<file path="config.mk">
export PLATFORM = sky130hd
export DESIGN_NAME = can_command_segmenter_flat
export DESIGN_NICKNAME = d
export VERILOG_FILES = /design/src/cmdseg_pkg.sv /design/src/cmdseg_if.sv /design/src/cmdseg_front.sv /design/src/cmdseg_queue.sv /design/src/cmdseg_back.sv /design/src/can_command_segmenter.sv /design/src/flat_wrapper.sv
export SDC_FILE = /design/constraint.sdc
export NUM_CORES = 1
export LEC_CHECK = 0
export ABC_CLOCK_PERIOD_IN_PS = 6200
export BUFFER_PORTS_ARGS = -buffer_cell sky130_fd_sc_hd__buf_2
export CAP_MARGIN = 20
export CELL_PAD_IN_SITES_DETAIL_PLACEMENT = 0
export CELL_PAD_IN_SITES_GLOBAL_PLACEMENT = 1
export CORE_UTILIZATION = 45
export CTS_CLUSTER_DIAMETER = 50
export DETAILED_ROUTE_END_ITERATION = 7
export PLACE_DENSITY = 0.88
export SLEW_MARGIN = 20
export SYNTH_ARGS = -nofsm -noshare
export SYNTH_HDL_FRONTEND = slang
export SYNTH_SLANG_ARGS = --single-unit
</file>
<file path="constraint.sdc">
create_clock -name clk -period 6.2 [get_ports clk]
set_clock_uncertainty 0.15 [all_clocks]
set_input_delay 0.93 -clock clk [delete_from_list [all_inputs] [get_ports clk]]
set_output_delay 0.93 -clock clk [all_outputs]
set_load 0.02 [all_outputs]
</file>
<file path="src/cmdseg_pkg.sv">
`timescale 1ns / 1ps
`default_nettype none
// ----------------------------------------------------------------------------
// cmdseg_pkg
// shared types and constants of the command segmenter
// ----------------------------------------------------------------------------
package cmdseg_pkg;

  localparam int BYTE_W      = 8;
  localparam int ID_W        = 16;
  localparam int LEN_W       = 4;
  localparam int DATA_W      = 64;
  localparam int QUEUE_DEPTH = 2;

  // kind of a classified command byte
  localparam logic [1:0] KIND_ADDR    = 2'd0;
  localparam logic [1:0] KIND_FUNC    = 2'd1;
  localparam logic [1:0] KIND_PAYLOAD = 2'd2;

  typedef struct packed {
    logic [1:0]        kind;
    logic [BYTE_W-1:0] data;
    logic              last;
  } item_t;

endpackage
`default_nettype wire

</file>
<file path="src/cmdseg_if.sv">
`timescale 1ns / 1ps
`default_nettype none
// ----------------------------------------------------------------------------
// cmdseg_if
// stream interfaces for command bytes and for frames
// ----------------------------------------------------------------------------
interface cmdseg_cmd_if;
  logic       valid;
  logic       ready;
  logic [7:0] cmd_byte;
  logic       end_of_command;

  modport source (output valid, cmd_byte, end_of_command, input ready);
  modport sink   (input valid, cmd_byte, end_of_command, output ready);
endinterface

interface cmdseg_frame_if;
  logic        valid;
  logic        ready;
  logic [15:0] frame_id;
  logic [3:0]  frame_length;
  logic [63:0] frame_data;
  logic        final_frame;

  modport source (output valid, frame_id, frame_length, frame_data, final_frame, input ready);
  modport sink   (input valid, frame_id, frame_length, frame_data, final_frame, output ready);
endinterface
`default_nettype wire

</file>
<file path="src/cmdseg_front.sv">
`timescale 1ns / 1ps
`default_nettype none
// ----------------------------------------------------------------------------
// cmdseg_front
// accepts command bytes and tags them as address, function code or payload
// ----------------------------------------------------------------------------
module cmdseg_front
  import cmdseg_pkg::*;
(
  input  wire logic     clk,
  input  wire logic     rst,
  cmdseg_cmd_if.sink    cmd,
  output item_t         q_item,
  output logic          q_valid,
  input  wire logic     q_ready
);

  localparam logic [1:0] HDR_ADDR    = 2'd0;
  localparam logic [1:0] HDR_FUNC    = 2'd1;
  localparam logic [1:0] HDR_PAYLOAD = 2'd2;

  logic [1:0] header_count;
  logic [1:0] header_count_next;
  logic       take;
  logic       drop;

  assign cmd.ready = q_ready;
  assign take      = cmd.valid && q_ready;

  always_comb begin
    header_count_next = header_count;
    q_item.data       = cmd.cmd_byte;
    q_item.last       = cmd.end_of_command;
    drop              = 1'b0;
    case (header_count)
      HDR_ADDR: begin
        q_item.kind = KIND_ADDR;
        drop        = cmd.end_of_command;
        header_count_next = cmd.end_of_command ? HDR_ADDR : HDR_FUNC;
      end
      HDR_FUNC: begin
        q_item.kind = KIND_FUNC;
        drop        = cmd.end_of_command;
        header_count_next = cmd.end_of_command ? HDR_ADDR : HDR_PAYLOAD;
      end
      default: begin
        q_item.kind = KIND_PAYLOAD;
        header_count_next = cmd.end_of_command ? HDR_ADDR : HDR_PAYLOAD;
      end
    endcase
  end

  // header bytes that close a command leave nothing to do downstream
  assign q_valid = take && !drop;

  always_ff @(posedge clk) begin
    if (rst) begin
      header_count <= HDR_ADDR;
    end else if (take) begin
      header_count <= header_count_next;
    end
  end

endmodule
`default_nettype wire

</file>
<file path="src/cmdseg_queue.sv">
`timescale 1ns / 1ps
`default_nettype none
// ----------------------------------------------------------------------------
// cmdseg_queue
// two-entry queue of classified bytes between front and back
// ----------------------------------------------------------------------------
module cmdseg_queue
  import cmdseg_pkg::*;
(
  input  wire logic  clk,
  input  wire logic  rst,
  input  item_t      wr_item,
  input  wire logic  wr_valid,
  output logic       wr_ready,
  output item_t      rd_item,
  output logic       rd_valid,
  input  wire logic  rd_ready
);

  localparam int PTR_W = $clog2(QUEUE_DEPTH);
  localparam int CNT_W = $clog2(QUEUE_DEPTH + 1);

  item_t             entry [QUEUE_DEPTH];
  logic [PTR_W-1:0]  wr_ptr;
  logic [PTR_W-1:0]  rd_ptr;
  logic [CNT_W-1:0]  count;
  logic              push;
  logic              pop;

  assign wr_ready = (count != CNT_W'(QUEUE_DEPTH));
  assign rd_valid = (count != '0);
  assign rd_item  = entry[rd_ptr];
  assign push     = wr_valid && wr_ready;
  assign pop      = rd_valid && rd_ready;

  always_ff @(posedge clk) begin
    if (push) begin
      entry[wr_ptr] <= wr_item;
    end
  end

  always_ff @(posedge clk) begin
    if (rst) begin
      wr_ptr <= '0;
      rd_ptr <= '0;
      count  <= '0;
    end else begin
      if (push) begin
        wr_ptr <= (wr_ptr == PTR_W'(QUEUE_DEPTH - 1)) ? '0 : wr_ptr + 1'b1;
      end
      if (pop) begin
        rd_ptr <= (rd_ptr == PTR_W'(QUEUE_DEPTH - 1)) ? '0 : rd_ptr + 1'b1;
      end
      if (push && !pop) begin
        count <= count + 1'b1;
      end else if (pop && !push) begin
        count <= count - 1'b1;
      end
    end
  end

endmodule
`default_nettype wire

</file>
<file path="src/cmdseg_back.sv">
`timescale 1ns / 1ps
`default_nettype none
// ----------------------------------------------------------------------------
// cmdseg_back
// collects payload bytes and emits frames from an output register
// ----------------------------------------------------------------------------
module cmdseg_back
  import cmdseg_pkg::*;
#(
  parameter int FRAME_BYTES = 8
) (
  input  wire logic     clk,
  input  wire logic     rst,
  input  item_t         q_item,
  input  wire logic     q_valid,
  output logic          q_ready,
  cmdseg_frame_if.source frame
);

  localparam int PAYLOAD_BYTES = FRAME_BYTES - 1;
  localparam int PEND_W        = PAYLOAD_BYTES * BYTE_W;
  localparam int CNT_W         = (FRAME_BYTES > 2) ? $clog2(PAYLOAD_BYTES) : 1;

  logic [BYTE_W-1:0] address_reg;
  logic [BYTE_W-1:0] function_reg;
  logic [PEND_W-1:0] pending_bytes;
  logic [PEND_W-1:0] pending_bytes_next;
  logic [CNT_W-1:0]  pending_count;
  logic [BYTE_W-1:0] packet_number;
  logic              take;
  logic              is_payload;
  logic              at_full;
  logic              emit;

  assign q_ready    = !frame.valid || frame.ready;
  assign take       = q_valid && q_ready;
  assign is_payload = (q_item.kind == KIND_PAYLOAD);
  assign at_full    = (pending_count == CNT_W'(PAYLOAD_BYTES - 1));
  assign emit       = take && is_payload && (at_full || q_item.last);

  always_comb begin
    for (int i = 0; i < PAYLOAD_BYTES; i++) begin
      pending_bytes_next[i*BYTE_W +: BYTE_W] =
        (CNT_W'(i) == pending_count) ? q_item.data : pending_bytes[i*BYTE_W +: BYTE_W];
    end
  end

  always_ff @(posedge clk) begin
    if (emit) begin
      frame.frame_id     <= {address_reg, packet_number};
      frame.frame_length <= LEN_W'(pending_count) + LEN_W'(2);
      frame.frame_data   <= DATA_W'({pending_bytes_next, function_reg});
      frame.final_frame  <= q_item.last;
    end
  end

  always_ff @(posedge clk) begin
    if (rst) begin
      frame.valid   <= 1'b0;
      address_reg   <= '0;
      function_reg  <= '0;
      pending_bytes <= '0;
      pending_count <= '0;
      packet_number <= '0;
    end else begin
      if (emit) begin
        frame.valid <= 1'b1;
      end else if (frame.ready) begin
        frame.valid <= 1'b0;
      end
      if (take) begin
        case (q_item.kind)
          KIND_ADDR: begin
            address_reg <= q_item.data;
          end
          KIND_FUNC: begin
            function_reg  <= q_item.data;
            pending_bytes <= '0;
            pending_count <= '0;
          end
          KIND_PAYLOAD: begin
            if (q_item.last) begin
              address_reg   <= '0;
              function_reg  <= '0;
              pending_bytes <= '0;
              pending_count <= '0;
              packet_number <= '0;
            end else if (at_full) begin
              pending_bytes <= '0;
              pending_count <= '0;
              packet_number <= packet_number + 1'b1;
            end else begin
              pending_bytes <= pending_bytes_next;
              pending_count <= pending_count + 1'b1;
            end
          end
          default: begin
          end
        endcase
      end
    end
  end

endmodule
`default_nettype wire

</file>
<file path="src/can_command_segmenter.sv">
`timescale 1ns / 1ps
`default_nettype none
// ----------------------------------------------------------------------------
// can_command_segmenter
// cuts addressed command byte streams into CAN frames with a 16-bit frame_id
//
//   channel   dir   payload                                        accept
//   cmd       in    cmd_byte, end_of_command                       valid & ready
//   frame     out   frame_id, frame_length, frame_data, final_frame valid & ready
//
// one command byte per cycle while cmd.ready is high; the byte that closes a
// frame is held in the two-entry queue, then the frame is loaded into the frame output register
// cmd.ready drops only when the queue is full, which happens only after the
// frame output register has stalled
// synchronous reset clears header phase, pending bytes and packet number
// ----------------------------------------------------------------------------
module can_command_segmenter
  import cmdseg_pkg::*;
#(
  parameter int FRAME_BYTES = 8
) (
  input  wire logic      clk,
  input  wire logic      rst,
  cmdseg_cmd_if.sink     cmd,
  cmdseg_frame_if.source frame
);

  item_t fq_item;
  logic  fq_valid;
  logic  fq_ready;
  item_t qb_item;
  logic  qb_valid;
  logic  qb_ready;

  cmdseg_front u_front (
    .clk     (clk),
    .rst     (rst),
    .cmd     (cmd),
    .q_item  (fq_item),
    .q_valid (fq_valid),
    .q_ready (fq_ready)
  );

  cmdseg_queue u_queue (
    .clk      (clk),
    .rst      (rst),
    .wr_item  (fq_item),
    .wr_valid (fq_valid),
    .wr_ready (fq_ready),
    .rd_item  (qb_item),
    .rd_valid (qb_valid),
    .rd_ready (qb_ready)
  );

  cmdseg_back #(
    .FRAME_BYTES (FRAME_BYTES)
  ) u_back (
    .clk     (clk),
    .rst     (rst),
    .q_item  (qb_item),
    .q_valid (qb_valid),
    .q_ready (qb_ready),
    .frame   (frame)
  );

endmodule
`default_nettype wire

</file>
<file path="src/flat_wrapper.sv">
// flat-port wrapper written by rule: the top's interface ports become plain ports
module can_command_segmenter_flat import cmdseg_pkg::*;
#(
  parameter int FRAME_BYTES = 8
)
  (clk, rst, cmd_valid, cmd_cmd_byte, cmd_end_of_command, cmd_ready, frame_valid, frame_frame_id, frame_frame_length, frame_frame_data, frame_final_frame, frame_ready);
  cmdseg_cmd_if cmd_i ();
  cmdseg_frame_if frame_i ();
  input  wire logic clk;
  input  wire logic rst;
  input wire logic [$bits(cmd_i.valid)-1:0] cmd_valid;
  input wire logic [$bits(cmd_i.cmd_byte)-1:0] cmd_cmd_byte;
  input wire logic [$bits(cmd_i.end_of_command)-1:0] cmd_end_of_command;
  output wire logic [$bits(cmd_i.ready)-1:0] cmd_ready;
  output wire logic [$bits(frame_i.valid)-1:0] frame_valid;
  output wire logic [$bits(frame_i.frame_id)-1:0] frame_frame_id;
  output wire logic [$bits(frame_i.frame_length)-1:0] frame_frame_length;
  output wire logic [$bits(frame_i.frame_data)-1:0] frame_frame_data;
  output wire logic [$bits(frame_i.final_frame)-1:0] frame_final_frame;
  input wire logic [$bits(frame_i.ready)-1:0] frame_ready;
  assign cmd_i.valid = cmd_valid;
  assign cmd_i.cmd_byte = cmd_cmd_byte;
  assign cmd_i.end_of_command = cmd_end_of_command;
  assign cmd_ready = cmd_i.ready;
  assign frame_valid = frame_i.valid;
  assign frame_frame_id = frame_i.frame_id;
  assign frame_frame_length = frame_i.frame_length;
  assign frame_frame_data = frame_i.frame_data;
  assign frame_final_frame = frame_i.final_frame;
  assign frame_i.ready = frame_ready;
  can_command_segmenter #(.FRAME_BYTES(FRAME_BYTES)) u_core (.clk(clk), .rst(rst), .cmd(cmd_i), .frame(frame_i));
endmodule
</file>
==> results of run 1 <==
==> metal layers <==
| metal | share of wire (%) | vias up | GRT usage [%] | wire (um) |
|---|---|---|---|---|
| li1 | - | 2266 | - | - |
| met1 | 44 | 2336 | 24.66 | 6824 |
| met2 | 48 | 190 | 30.47 | 7561 |
| met3 | 6.0 | 23 | 4.397 | 937 |
| met4 | 1.9 | 0 | 7.437 | 301 |
| met5 | 0 | - | 0 | 0 |
==> through the flow <==
| stage | setup WS [ns] | instance area, um^2 | util [%] |
|---|---|---|---|
| after floorplan | 1.910 | 7440 | - |
| after global placement | 2.265 | 8103 | 50.64 |
| after detailed placement | 2.062 | 8103 | 50.64 |
| after CTS | 2.038 | 8701 | 54.38 |
| after global routing | 1.752 | 8701 | 54.38 |
| final | 2.049 | 8701 | 54.38 |
==> final timing paths <==
check,from,to,cells past startpoint,slack (ns)
worst min-delay path,u_core.u_back.address_reg[4]$_SDFFE_PP0P_,u_core.u_back.frame.frame_id[12]$_DFFE_PP_,0,0.29
worst min register to register,u_core.u_back.address_reg[4]$_SDFFE_PP0P_,u_core.u_back.frame.frame_id[12]$_DFFE_PP_,0,0.29
worst max-delay path,flop,u_core.u_back.frame.frame_data[24]$_DFFE_PP_,6,2.05
worst max register to register,flop,u_core.u_back.frame.frame_data[24]$_DFFE_PP_,6,2.05
==> cells by family (layout without fill, tap and decap cells) <==
group / after synthesis / count (layout) / synth area share (%)
buffers and inverters: 44 / 145 / 2.405
DFF: 198 / 198 / 67.68
xor gates and xnor gates: 4 / 4 / 0.4710
AOI/OAI and AO/OA: 109 / 109 / 11.02
muxes: 59 / 59 / 8.745
adders and majority gates: 7 / 7 / 1.177
and+or+nand+nor: 131 / 131 / 8.510
==> report_power, final <==
group / internal [mW] / switching, mW / leakage, nW / total, mW
registers: 1.49 / 0.0541 / 1.74 / 1.55
clock network: 0.645 / 0.461 / 0.292 / 1.11
logic: 0.148 / 0.368 / 1.16 / 0.516
==> final cells by class <==
cell class / instances / share of cell area (%)
clock inverters: 12 / 1.740
inverters: 9 / 0.3883
flip-flops and latches: 198 / 57.87
well taps: 216 / 3.106
multi-input cells: 310 / 25.64
clock buffers: 20 / 5.134
repair buffers: 104 / 6.126
==> cells in the mapped netlist, types with 2 or more instances <==
cell	count	area share [%]
and3_1	2	0.17
mux2i_1	11	1.5
dfxtp_1	91	24
xnor2_1	2	0.24
a21oi_1	21	1.4
or4_1	3	0.30
or3_1	6	0.50
a2111oi_0	2	0.24
a311oi_1	2	0.24
clkbuf_1	29	1.5
and2_1	11	0.93
buf_2	2	0.13
nand3_1	6	0.40
edfxtp_1	107	43
a31oi_1	3	0.25
nor2b_1	3	0.25
xor2_1	2	0.24
inv_1	9	0.45
nor3b_2	3	0.50
mux2_2	48	7.3
ha_1	7	1.2
nor2_1	67	3.4
o21ai_0	13	0.87
o2bb2ai_1	16	1.9
o31ai_1	2	0.20
nand2b_1	3	0.25
a32oi_1	48	5.7
buf_1	2	0.10
nand3b_1	3	0.30
nand2_1	18	0.91
==> cells in the final DEF, fill, tap and decap left out, types with 16 or more instances in the layout <==
master	count
edfxtp_1	107
buf_2	99
dfxtp_1	91
nor2_1	67
mux2_2	48
a32oi_1	48
a21oi_1	21
nand2_1	18
clkbuf_16	17
o2bb2ai_1	16
==> impl_metrics.env, run 1 <==
export IMPL_drt_iter0_markers=437
export IMPL_rsz0062_at_grt="no"
export IMPL_synth_nets=572
export IMPL_synth_cell_area_um2=7440
export IMPL_seq_area_um2=5035
export IMPL_critPathLaunchType="flop"
export IMPL_total_power_mw=3.169
export IMPL_required_ns=6.12
export IMPL_wirelength_um=15620
export IMPL_peakVddDrop_v=0.0002360
export IMPL_htree_num_levels=4
export IMPL_ctsRootBufferMaster="clkbuf_16"
export IMPL_layout_min_cycle_time_ns=4.151
export IMPL_largest_reg_flops=64
export IMPL_antennaDiodeCount=0
export IMPL_n_fill_cell=1349
export IMPL_cts_buffers=17
export IMPL_grt_ovfl_total=0
export IMPL_max_clock_freq_ghz=0.2409
export IMPL_ctsResizeCount=0
export IMPL_critPathMaxFanout=43
export IMPL_wire_per_inst_um=17.98
export IMPL_post_cts_buffers=0
export IMPL_cpPeakStageDelay_ns=0.92
export IMPL_dpl_cell_count=837
export IMPL_yosysWarningCount=0
export IMPL_start_util_pct=46.50
export IMPL_final_nets=660
export IMPL_grt_pass1_vias=4502
export IMPL_syn_to_final_growth_pct=16.95
export IMPL_drc=0
export IMPL_antenna_found_initial=0
export IMPL_endpoint_kind="flop"
export IMPL_final_setup_tns_ns=0
export IMPL_hold_viol=0
export IMPL_syn_inst=552
export IMPL_path_cells="mux2i_1 -> ha_1 -> inv_1 -> a2111o_1 -> inv_2 -> buf_4"
export IMPL_vias=4815
export IMPL_cp_arrival_ns=4.07
export IMPL_syn_area_per_cell_um2=13.48
export IMPL_grt_max_degree=67
export IMPL_cts_hold_buffers=0
export IMPL_clk_latency_ns=0.43
export IMPL_path_clk_slew_ns=0.07
export IMPL_path_buf_inv=3
export IMPL_worst_slew_pin_slew_ns=1.022
export IMPL_fin_cells=869
export IMPL_power_leakage_nw=3.194
export IMPL_postRouteAntennaNets=0
export IMPL_synth_ff_type="edfxtp_1"
export IMPL_drive_gt1_share_pct=28.94
export IMPL_dp_hpwl_um=9953
export IMPL_cap_viol_max_count=0
export IMPL_cp_top_family="buffers and inverters"
export IMPL_clk_path_buf_depth=2
export IMPL_viasPerCell=5.541
export IMPL_ios=100
export IMPL_worstSetupPathType="reg2reg"
export IMPL_multi_input_area_um2=2231
export IMPL_num_rows=46
export IMPL_chipHeight_um=130.6
export IMPL_grt_pass1_wl_um=23850
export IMPL_status="finished clean"
export IMPL_synth_async_reset_ratio_pct=0
export IMPL_worstHoldPathType="reg2reg"
export IMPL_ys_types=40
export IMPL_power_density_nw_per_um2=364.2
export IMPL_core_um2=16000
export IMPL_dieArea_um2=17050
export IMPL_slowest_stage="dfxtp_1"
export IMPL_cts_sinks=198
export IMPL_drt_first_pass_iters=5
export IMPL_ys_ff_latch=198
export IMPL_place_congestion=0.8017
export IMPL_relSlewSlack_pct=31.75
export IMPL_timing_hold_ws_ns=0.2910
export IMPL_setup_viol=0
export IMPL_synth_edf_count=107
export IMPL_final_max_slew_violation_count=0
export IMPL_fp_dieW_um=130.6
export IMPL_grtUsageTotal_pct=18.87
export IMPL_yosysSeqAreaShare_pct=67.68
export IMPL_reg_top3="u_core.u_back.frame.frame_data x64, u_core.u_back.pending_bytes x56, u_core.u_queue.entry x22"
export IMPL_period_share_pct=66.95
export IMPL_cts_tree="yes"
export IMPL_top_register="u_core.u_back.frame.frame_data"
export IMPL_io_buffers=99
(Power assumes the default switching activity.)
==> run 2, diff against run 1 <==
Settings changed: ABC_CLOCK_PERIOD_IN_PS 6200 to 3800, CORE_UTILIZATION 45 to 42, PLACE_DENSITY 0.88 to 0.86.
Clock period 6.2 ns to 3.8 ns, I/O delays scaled along.
==> run 2 against run 1 <==
  * Critical path type unchanged
  * Design area rose by 0.10%
  * Largest power group unchanged
  * Hold slack got worse by 0.11 ns
  * Wire length rose by 4.9%
  * Via count rose by 1.8%
  * Critical endpoint is now u_core.u_back.frame.frame_data[46]$_DFFE_PP_
  * Largest cell class unchanged
  * First-iteration DRC count rose by 2.1%
  * Fmax rose by 42%
  * Core utilization fell by 4.0 points
  * Count of clock-buffer cells in the layout fell by 3
==> impl_metrics.env, run 2 (synthesized netlist as in run 1, its figures left out) <==
export IMPL_drt_iter0_markers=446
export IMPL_grt_pass1_vias=4587
export IMPL_final_setup_tns_ns=0
export IMPL_dp_slack_ns=0.9008
export IMPL_htree_num_levels=4
export IMPL_antenna_found_initial=0
export IMPL_status="finished clean"
export IMPL_core_um2=17300
export IMPL_n_fill_cell=1501
export IMPL_worstSetupPathType="reg2reg"
export IMPL_final_max_slew_violation_count=0
export IMPL_drt_first_pass_iters=5
export IMPL_fin_area_um2=8710
export IMPL_dieArea_um2=18250
export IMPL_fin_cells=882
export IMPL_reg_top3="u_core.u_back.frame.frame_data x64, u_core.u_back.pending_bytes x56, u_core.u_queue.entry x22"
export IMPL_dpl_cell_count=850
export IMPL_cpPeakStageDelay_ns=0.51
export IMPL_top_register="u_core.u_back.frame.frame_data"
export IMPL_grtUsageTotal_pct=18.32
export IMPL_clk_latency_ns=0.43
export IMPL_dp_hpwl_um=10430
export IMPL_setup_ws_ns=0.8861
export IMPL_cts_buffers=17
export IMPL_ctsResizeCount=0
export IMPL_fp_dieW_um=135.1
export IMPL_worst_slew_pin_slew_ns=0.9717
export IMPL_period_share_pct=76.68
export IMPL_path_cells="mux2i_1 -> ha_1 -> inv_1 -> a2111o_1 -> clkinvlp_4 -> buf_4"
export IMPL_rsz0062_at_grt="no"
export IMPL_final_nets=664
export IMPL_relSlewSlack_pct=35.03
export IMPL_layout_common_cells="edfxtp_1, buf_2, dfxtp_1"
export IMPL_path_clk_slew_ns=0.07
export IMPL_grt_max_degree=53
export IMPL_drc=0
export IMPL_multi_input_area_um2=2233
export IMPL_required_ns=3.72
export IMPL_num_rows=48
export IMPL_endpoint_kind="flop"
export IMPL_wirelength_um=16390
export IMPL_timing_hold_ws_ns=0.1780
export IMPL_layout_min_cycle_time_ns=2.914
export IMPL_cts_tree="yes"
export IMPL_layout_commonest_cell="edfxtp_1"
export IMPL_hold_viol=0
export IMPL_worstHoldPathType="in2reg"
export IMPL_setup_viol=0
export IMPL_ios=100
export IMPL_drive_gt1_share_pct=29.83
export IMPL_ctsRootBufferMaster="clkbuf_16"
export IMPL_peakVddDrop_v=0.0003294
export IMPL_postPlaceCellArea_um2=8148
export IMPL_io_buffers=99
export IMPL_antennaDiodeCount=0
export IMPL_clk_path_buf_depth=2
export IMPL_postRouteAntennaNets=0
export IMPL_grt_pass1_wl_um=24840
export IMPL_cp_arrival_ns=2.83
export IMPL_max_clock_freq_ghz=0.3432
export IMPL_slowest_stage="a2111o_1"
export IMPL_grt_ovfl_total=0
export IMPL_wire_per_inst_um=18.58
export IMPL_place_congestion=0.7730
export IMPL_post_cts_buffers=0
export IMPL_cts_hold_buffers=0
export IMPL_power_density_nw_per_um2=585.6
export IMPL_cap_viol_max_count=0
export IMPL_chipHeight_um=135.1
export IMPL_critPathLaunchType="flop"
export IMPL_critPathMaxFanout=44
export IMPL_largest_reg_flops=64
export IMPL_power_leakage_nw=3.189
export IMPL_vias=4903
export IMPL_start_util_pct=43.01
export IMPL_seq_area_um2=5035
export IMPL_viasPerCell=5.559
export IMPL_syn_to_final_growth_pct=17.07
export IMPL_cts_sinks=198
run 2: cell count changes in the layout (fill, tap and decap cells not counted), sizes merged:
cell / before / now
inv: 10 / 17
buf: 104 / 108
bufinv: 3 / 0
clkbuf: 20 / 17
clkinv: 7 / 5
clkinvlp: 1 / 2
run 2: final cells by class:
cell class | instances | area share (%)
Sequential cell | 198 | 57.81
Multi-Input combinational cell | 310 | 25.64
Timing Repair Buffer | 108 | 6.465
Clock buffer | 17 | 4.884
Tap cell | 225 | 3.232
Clock inverter | 15 | 1.537
Inverter | 9 | 0.4310
run 2: path summary, 6_finish.rpt:
path | start | end | slack, ns | depth (start not counted)
worst max-delay path | flop | u_core.u_back.frame.frame_data[46]$_DFFE_PP_ | 0.89 | 6
worst min-delay path | cmd_cmd_byte[1] | u_core.u_queue.entry[1][2]$_DFFE_PP_ | 0.18 | 1
worst max register to register | flop | u_core.u_back.frame.frame_data[46]$_DFFE_PP_ | 0.89 | 6
worst min register to register | u_core.u_back.function_reg[4]$_SDFFE_PP0P_ | u_core.u_back.frame.frame_data[4]$_DFFE_PP_ | 0.30 | 0
run 2: critical path: cells and delay by family, from the launching register on:
kind | cells | cell delay (ns)
buffers and inverters | 3 | 0.70
muxes | 1 | 0.35
DFF | 1 | 0.42
AOI/OAI and AO/OA | 1 | 0.51
adders and majority gates | 1 | 0.39
run 2: routing by layer:
| metal | global-route usage [%] | up-vias | part of all wire (%) |
|---|---|---|---|
| met3 | 3.979 | 14 | 6.7 |
| met1 | 24.37 | 2418 | 44 |
| met5 | 0 | - | 0 |
| met2 | 29.49 | 205 | 48 |
| li1 | - | 2266 | - |
| met4 | 6.429 | 0 | 1.3 |
run 2: power breakdown:
part / leakage (nW) / total [mW] / internal (mW) / switching, mW
sequential: 1.74 / 2.50 / 2.43 / 0.0703
combinational: 1.17 / 0.899 / 0.253 / 0.647
clock: 0.274 / 1.70 / 0.865 / 0.833
total: 3.19 / 5.10 / 3.55 / 1.55
run 2: through the flow:
step | power, mW | util (%)
2_1_floorplan | 3.137 | -
3_5_place_dp | 3.434 | 47.11
6_report | 5.100 | 50.35
3_3_place_gp | 3.395 | 47.11
5_1_grt | 5.289 | 50.35
4_1_cts | 5.112 | 50.34
==> run 3, diff against run 2 <==
Settings changed: ABC_CLOCK_PERIOD_IN_PS 3800 to 3000, CORE_UTILIZATION 42 to 45, PLACE_DENSITY 0.86 to 0.88.
Clock period 3.8 ns to 3 ns, I/O delays scaled along.
==> run 3 against run 2 <==
  * Global-route usage increased by 0.73 points
  * Combinational power up 30%
  * Design area is 0.45% higher
  * Die area shrank 6.6%
  * Critical path depth unchanged
  * Count of clock-buffer cells in the layout increased by 5
==> impl_metrics.env, run 3 (synthesized netlist as in run 1, its figures left out) <==
export IMPL_cp_arrival_ns=2.71
export IMPL_cts_buffers=17
export IMPL_grtUsageTotal_pct=19.05
export IMPL_status="finished clean"
export IMPL_cts_tree="yes"
export IMPL_ctsResizeCount=0
export IMPL_clk_latency_ns=0.43
export IMPL_setup_viol=0
export IMPL_drt_first_pass_iters=5
export IMPL_min_delay_start="cmd_cmd_byte[2]"
export IMPL_htree_num_levels=4
export IMPL_relSlewSlack_pct=45.83
export IMPL_post_cts_buffers=0
export IMPL_layout_min_cycle_time_ns=2.752
export IMPL_final_max_slew_violation_count=0
export IMPL_ios=100
export IMPL_n_fill_cell=1352
export IMPL_layout_commonest_cell="edfxtp_1"
export IMPL_final_nets=666
export IMPL_multi_input_area_um2=2237
export IMPL_timing_hold_ws_ns=0.05909
export IMPL_clk_path_buf_depth=2
export IMPL_antenna_found_initial=1
export IMPL_wire_per_inst_um=18.22
export IMPL_endpoint_kind="flop"
export IMPL_ff2ff_setup_slack_ns=0.25
export IMPL_worstHoldPathType="in2reg"
export IMPL_largest_reg_flops=64
export IMPL_cts_hold_buffers=0
export IMPL_grt_ovfl_total=0
export IMPL_final_util_pct=54.68
export IMPL_cap_viol_max_count=0
export IMPL_required_ns=2.96
export IMPL_top_register="u_core.u_back.frame.frame_data"
export IMPL_period_share_pct=91.72
export IMPL_place_congestion=0.8084
export IMPL_whs_path_depth=1
export IMPL_grt_max_degree=53
export IMPL_io_buffers=99
export IMPL_critPathLaunchType="flop"
export IMPL_syn_to_final_growth_pct=17.59
export IMPL_rsz0062_at_grt="no"
export IMPL_grt_pass1_vias=4454
export IMPL_r2r_cells=6
export IMPL_chipHeight_um=130.6
export IMPL_path_clk_slew_ns=0.07
export IMPL_fp_dieW_um=130.6
export IMPL_vias=4861
export IMPL_drt_iter0_markers=494
export IMPL_power_leakage_nw=3.199
export IMPL_grt_pass1_wl_um=24040
export IMPL_hold_viol=0
export IMPL_cts_sinks=198
export IMPL_drc=0
export IMPL_dieArea_um2=17050
export IMPL_wirelength_um=15960
export IMPL_reg_top3="u_core.u_back.frame.frame_data x64, u_core.u_back.pending_bytes x56, u_core.u_queue.entry x22"
export IMPL_max_clock_freq_ghz=0.3634
export IMPL_worst_slew_pin_slew_ns=0.8125
export IMPL_seq_area_um2=5036
export IMPL_power_density_nw_per_um2=733.6
export IMPL_ctsRootBufferMaster="clkbuf_16"
export IMPL_critPathMaxFanout=40
export IMPL_viasPerCell=5.549
export IMPL_peakVddDrop_v=0.0004385
export IMPL_core_um2=16000
export IMPL_num_rows=46
export IMPL_layout_common_cells="edfxtp_1, buf_2, dfxtp_1"
export IMPL_holdPathEnd="u_core.u_queue.entry[1][3]$_DFFE_PP_"
export IMPL_drive_gt1_share_pct=29.89
export IMPL_postRouteAntennaNets=0
export IMPL_start_util_pct=46.50
export IMPL_worstSetupPathType="reg2reg"
export IMPL_reg2reg_to="u_core.u_back.frame.frame_data[31]$_DFFE_PP_"
export IMPL_dp_hpwl_um=10450
-- run 3: cell types whose count changed in the layout (fill, tap and decap cells not counted), sizes merged --
| cell | before | now |
|---|---|---|
| clkinv | 5 | 6 |
| diode | 0 | 1 |
| clkbuf | 17 | 22 |
| buf | 108 | 110 |
| inv | 17 | 11 |
-- run 3: layout make-up --
type / instances / share of cell area, %
Clock buffer: 22 / 5.306
Inverter: 9 / 0.4291
Timing Repair Buffer: 110 / 7.180
Multi-Input combinational cell: 310 / 25.57
Sequential cell: 198 / 57.57
Clock inverter: 10 / 0.8295
Tap cell: 216 / 3.089
Antenna cell: 1 / 0.02860
-- run 3: worst max-delay path: stages (launching register included) --
cell	delay, ns
dfxtp_2	0.39
mux2i_1	0.31
ha_2	0.35
inv_2	0.04
a2111o_1	0.56
clkinvlp_4	0.33
buf_12	0.27
-- run 3: worst max-delay path by stage --
stage	endpoint	cells after the start	slack (ns)
global placement	u_core.u_back.frame.frame_data[31]$_DFFE_PP_	6	0.39
CTS	u_core.u_back.frame.frame_data[31]$_DFFE_PP_	6	0.27
detailed placement	u_core.u_back.frame.frame_data[12]$_DFFE_PP_	6	0.28
floorplan	u_core.u_back.frame.final_frame$_DFFE_PP_	10	-0.37
global route	u_core.u_back.frame.frame_data[31]$_DFFE_PP_	6	0.13
finish	u_core.u_back.frame.frame_data[31]$_DFFE_PP_	6	0.25
-- run 3: through the flow --
| stage | setup slack [ns] | cell area [um^2] | instances | total power [mW] | setup TNS [ns] |
|---|---|---|---|---|---|
| 2_1_floorplan | -0.3685 | 7481 | 552 | 4.001 | -31.32 |
| 3_3_place_gp | 0.3901 | 8209 | 843 | 4.331 | 0 |
| 3_5_place_dp | 0.2847 | 8209 | 843 | 4.382 | 0 |
| 4_1_cts | 0.2666 | 8746 | 875 | 6.433 | 0 |
| 5_1_grt | 0.1324 | 8748 | 876 | 6.642 | 0 |
| 6_report | 0.2484 | 8748 | 876 | 6.418 | 0 |
-- run 3: where the power goes --
part / leakage (nW) / switching (mW) / internal [mW]
clock network: 0.261 / 0.974 / 1.11
logic: 1.20 / 0.814 / 0.355
registers: 1.74 / 0.0827 / 3.08
-- run 3: metal layers --
metal,up-vias,wire (um),global-route usage (%)
met5,-,0,0
met2,165,8079,31.43
met3,26,778,3.868
met1,2389,6816,24.84
li1,2281,-,-
met4,0,285,7.099
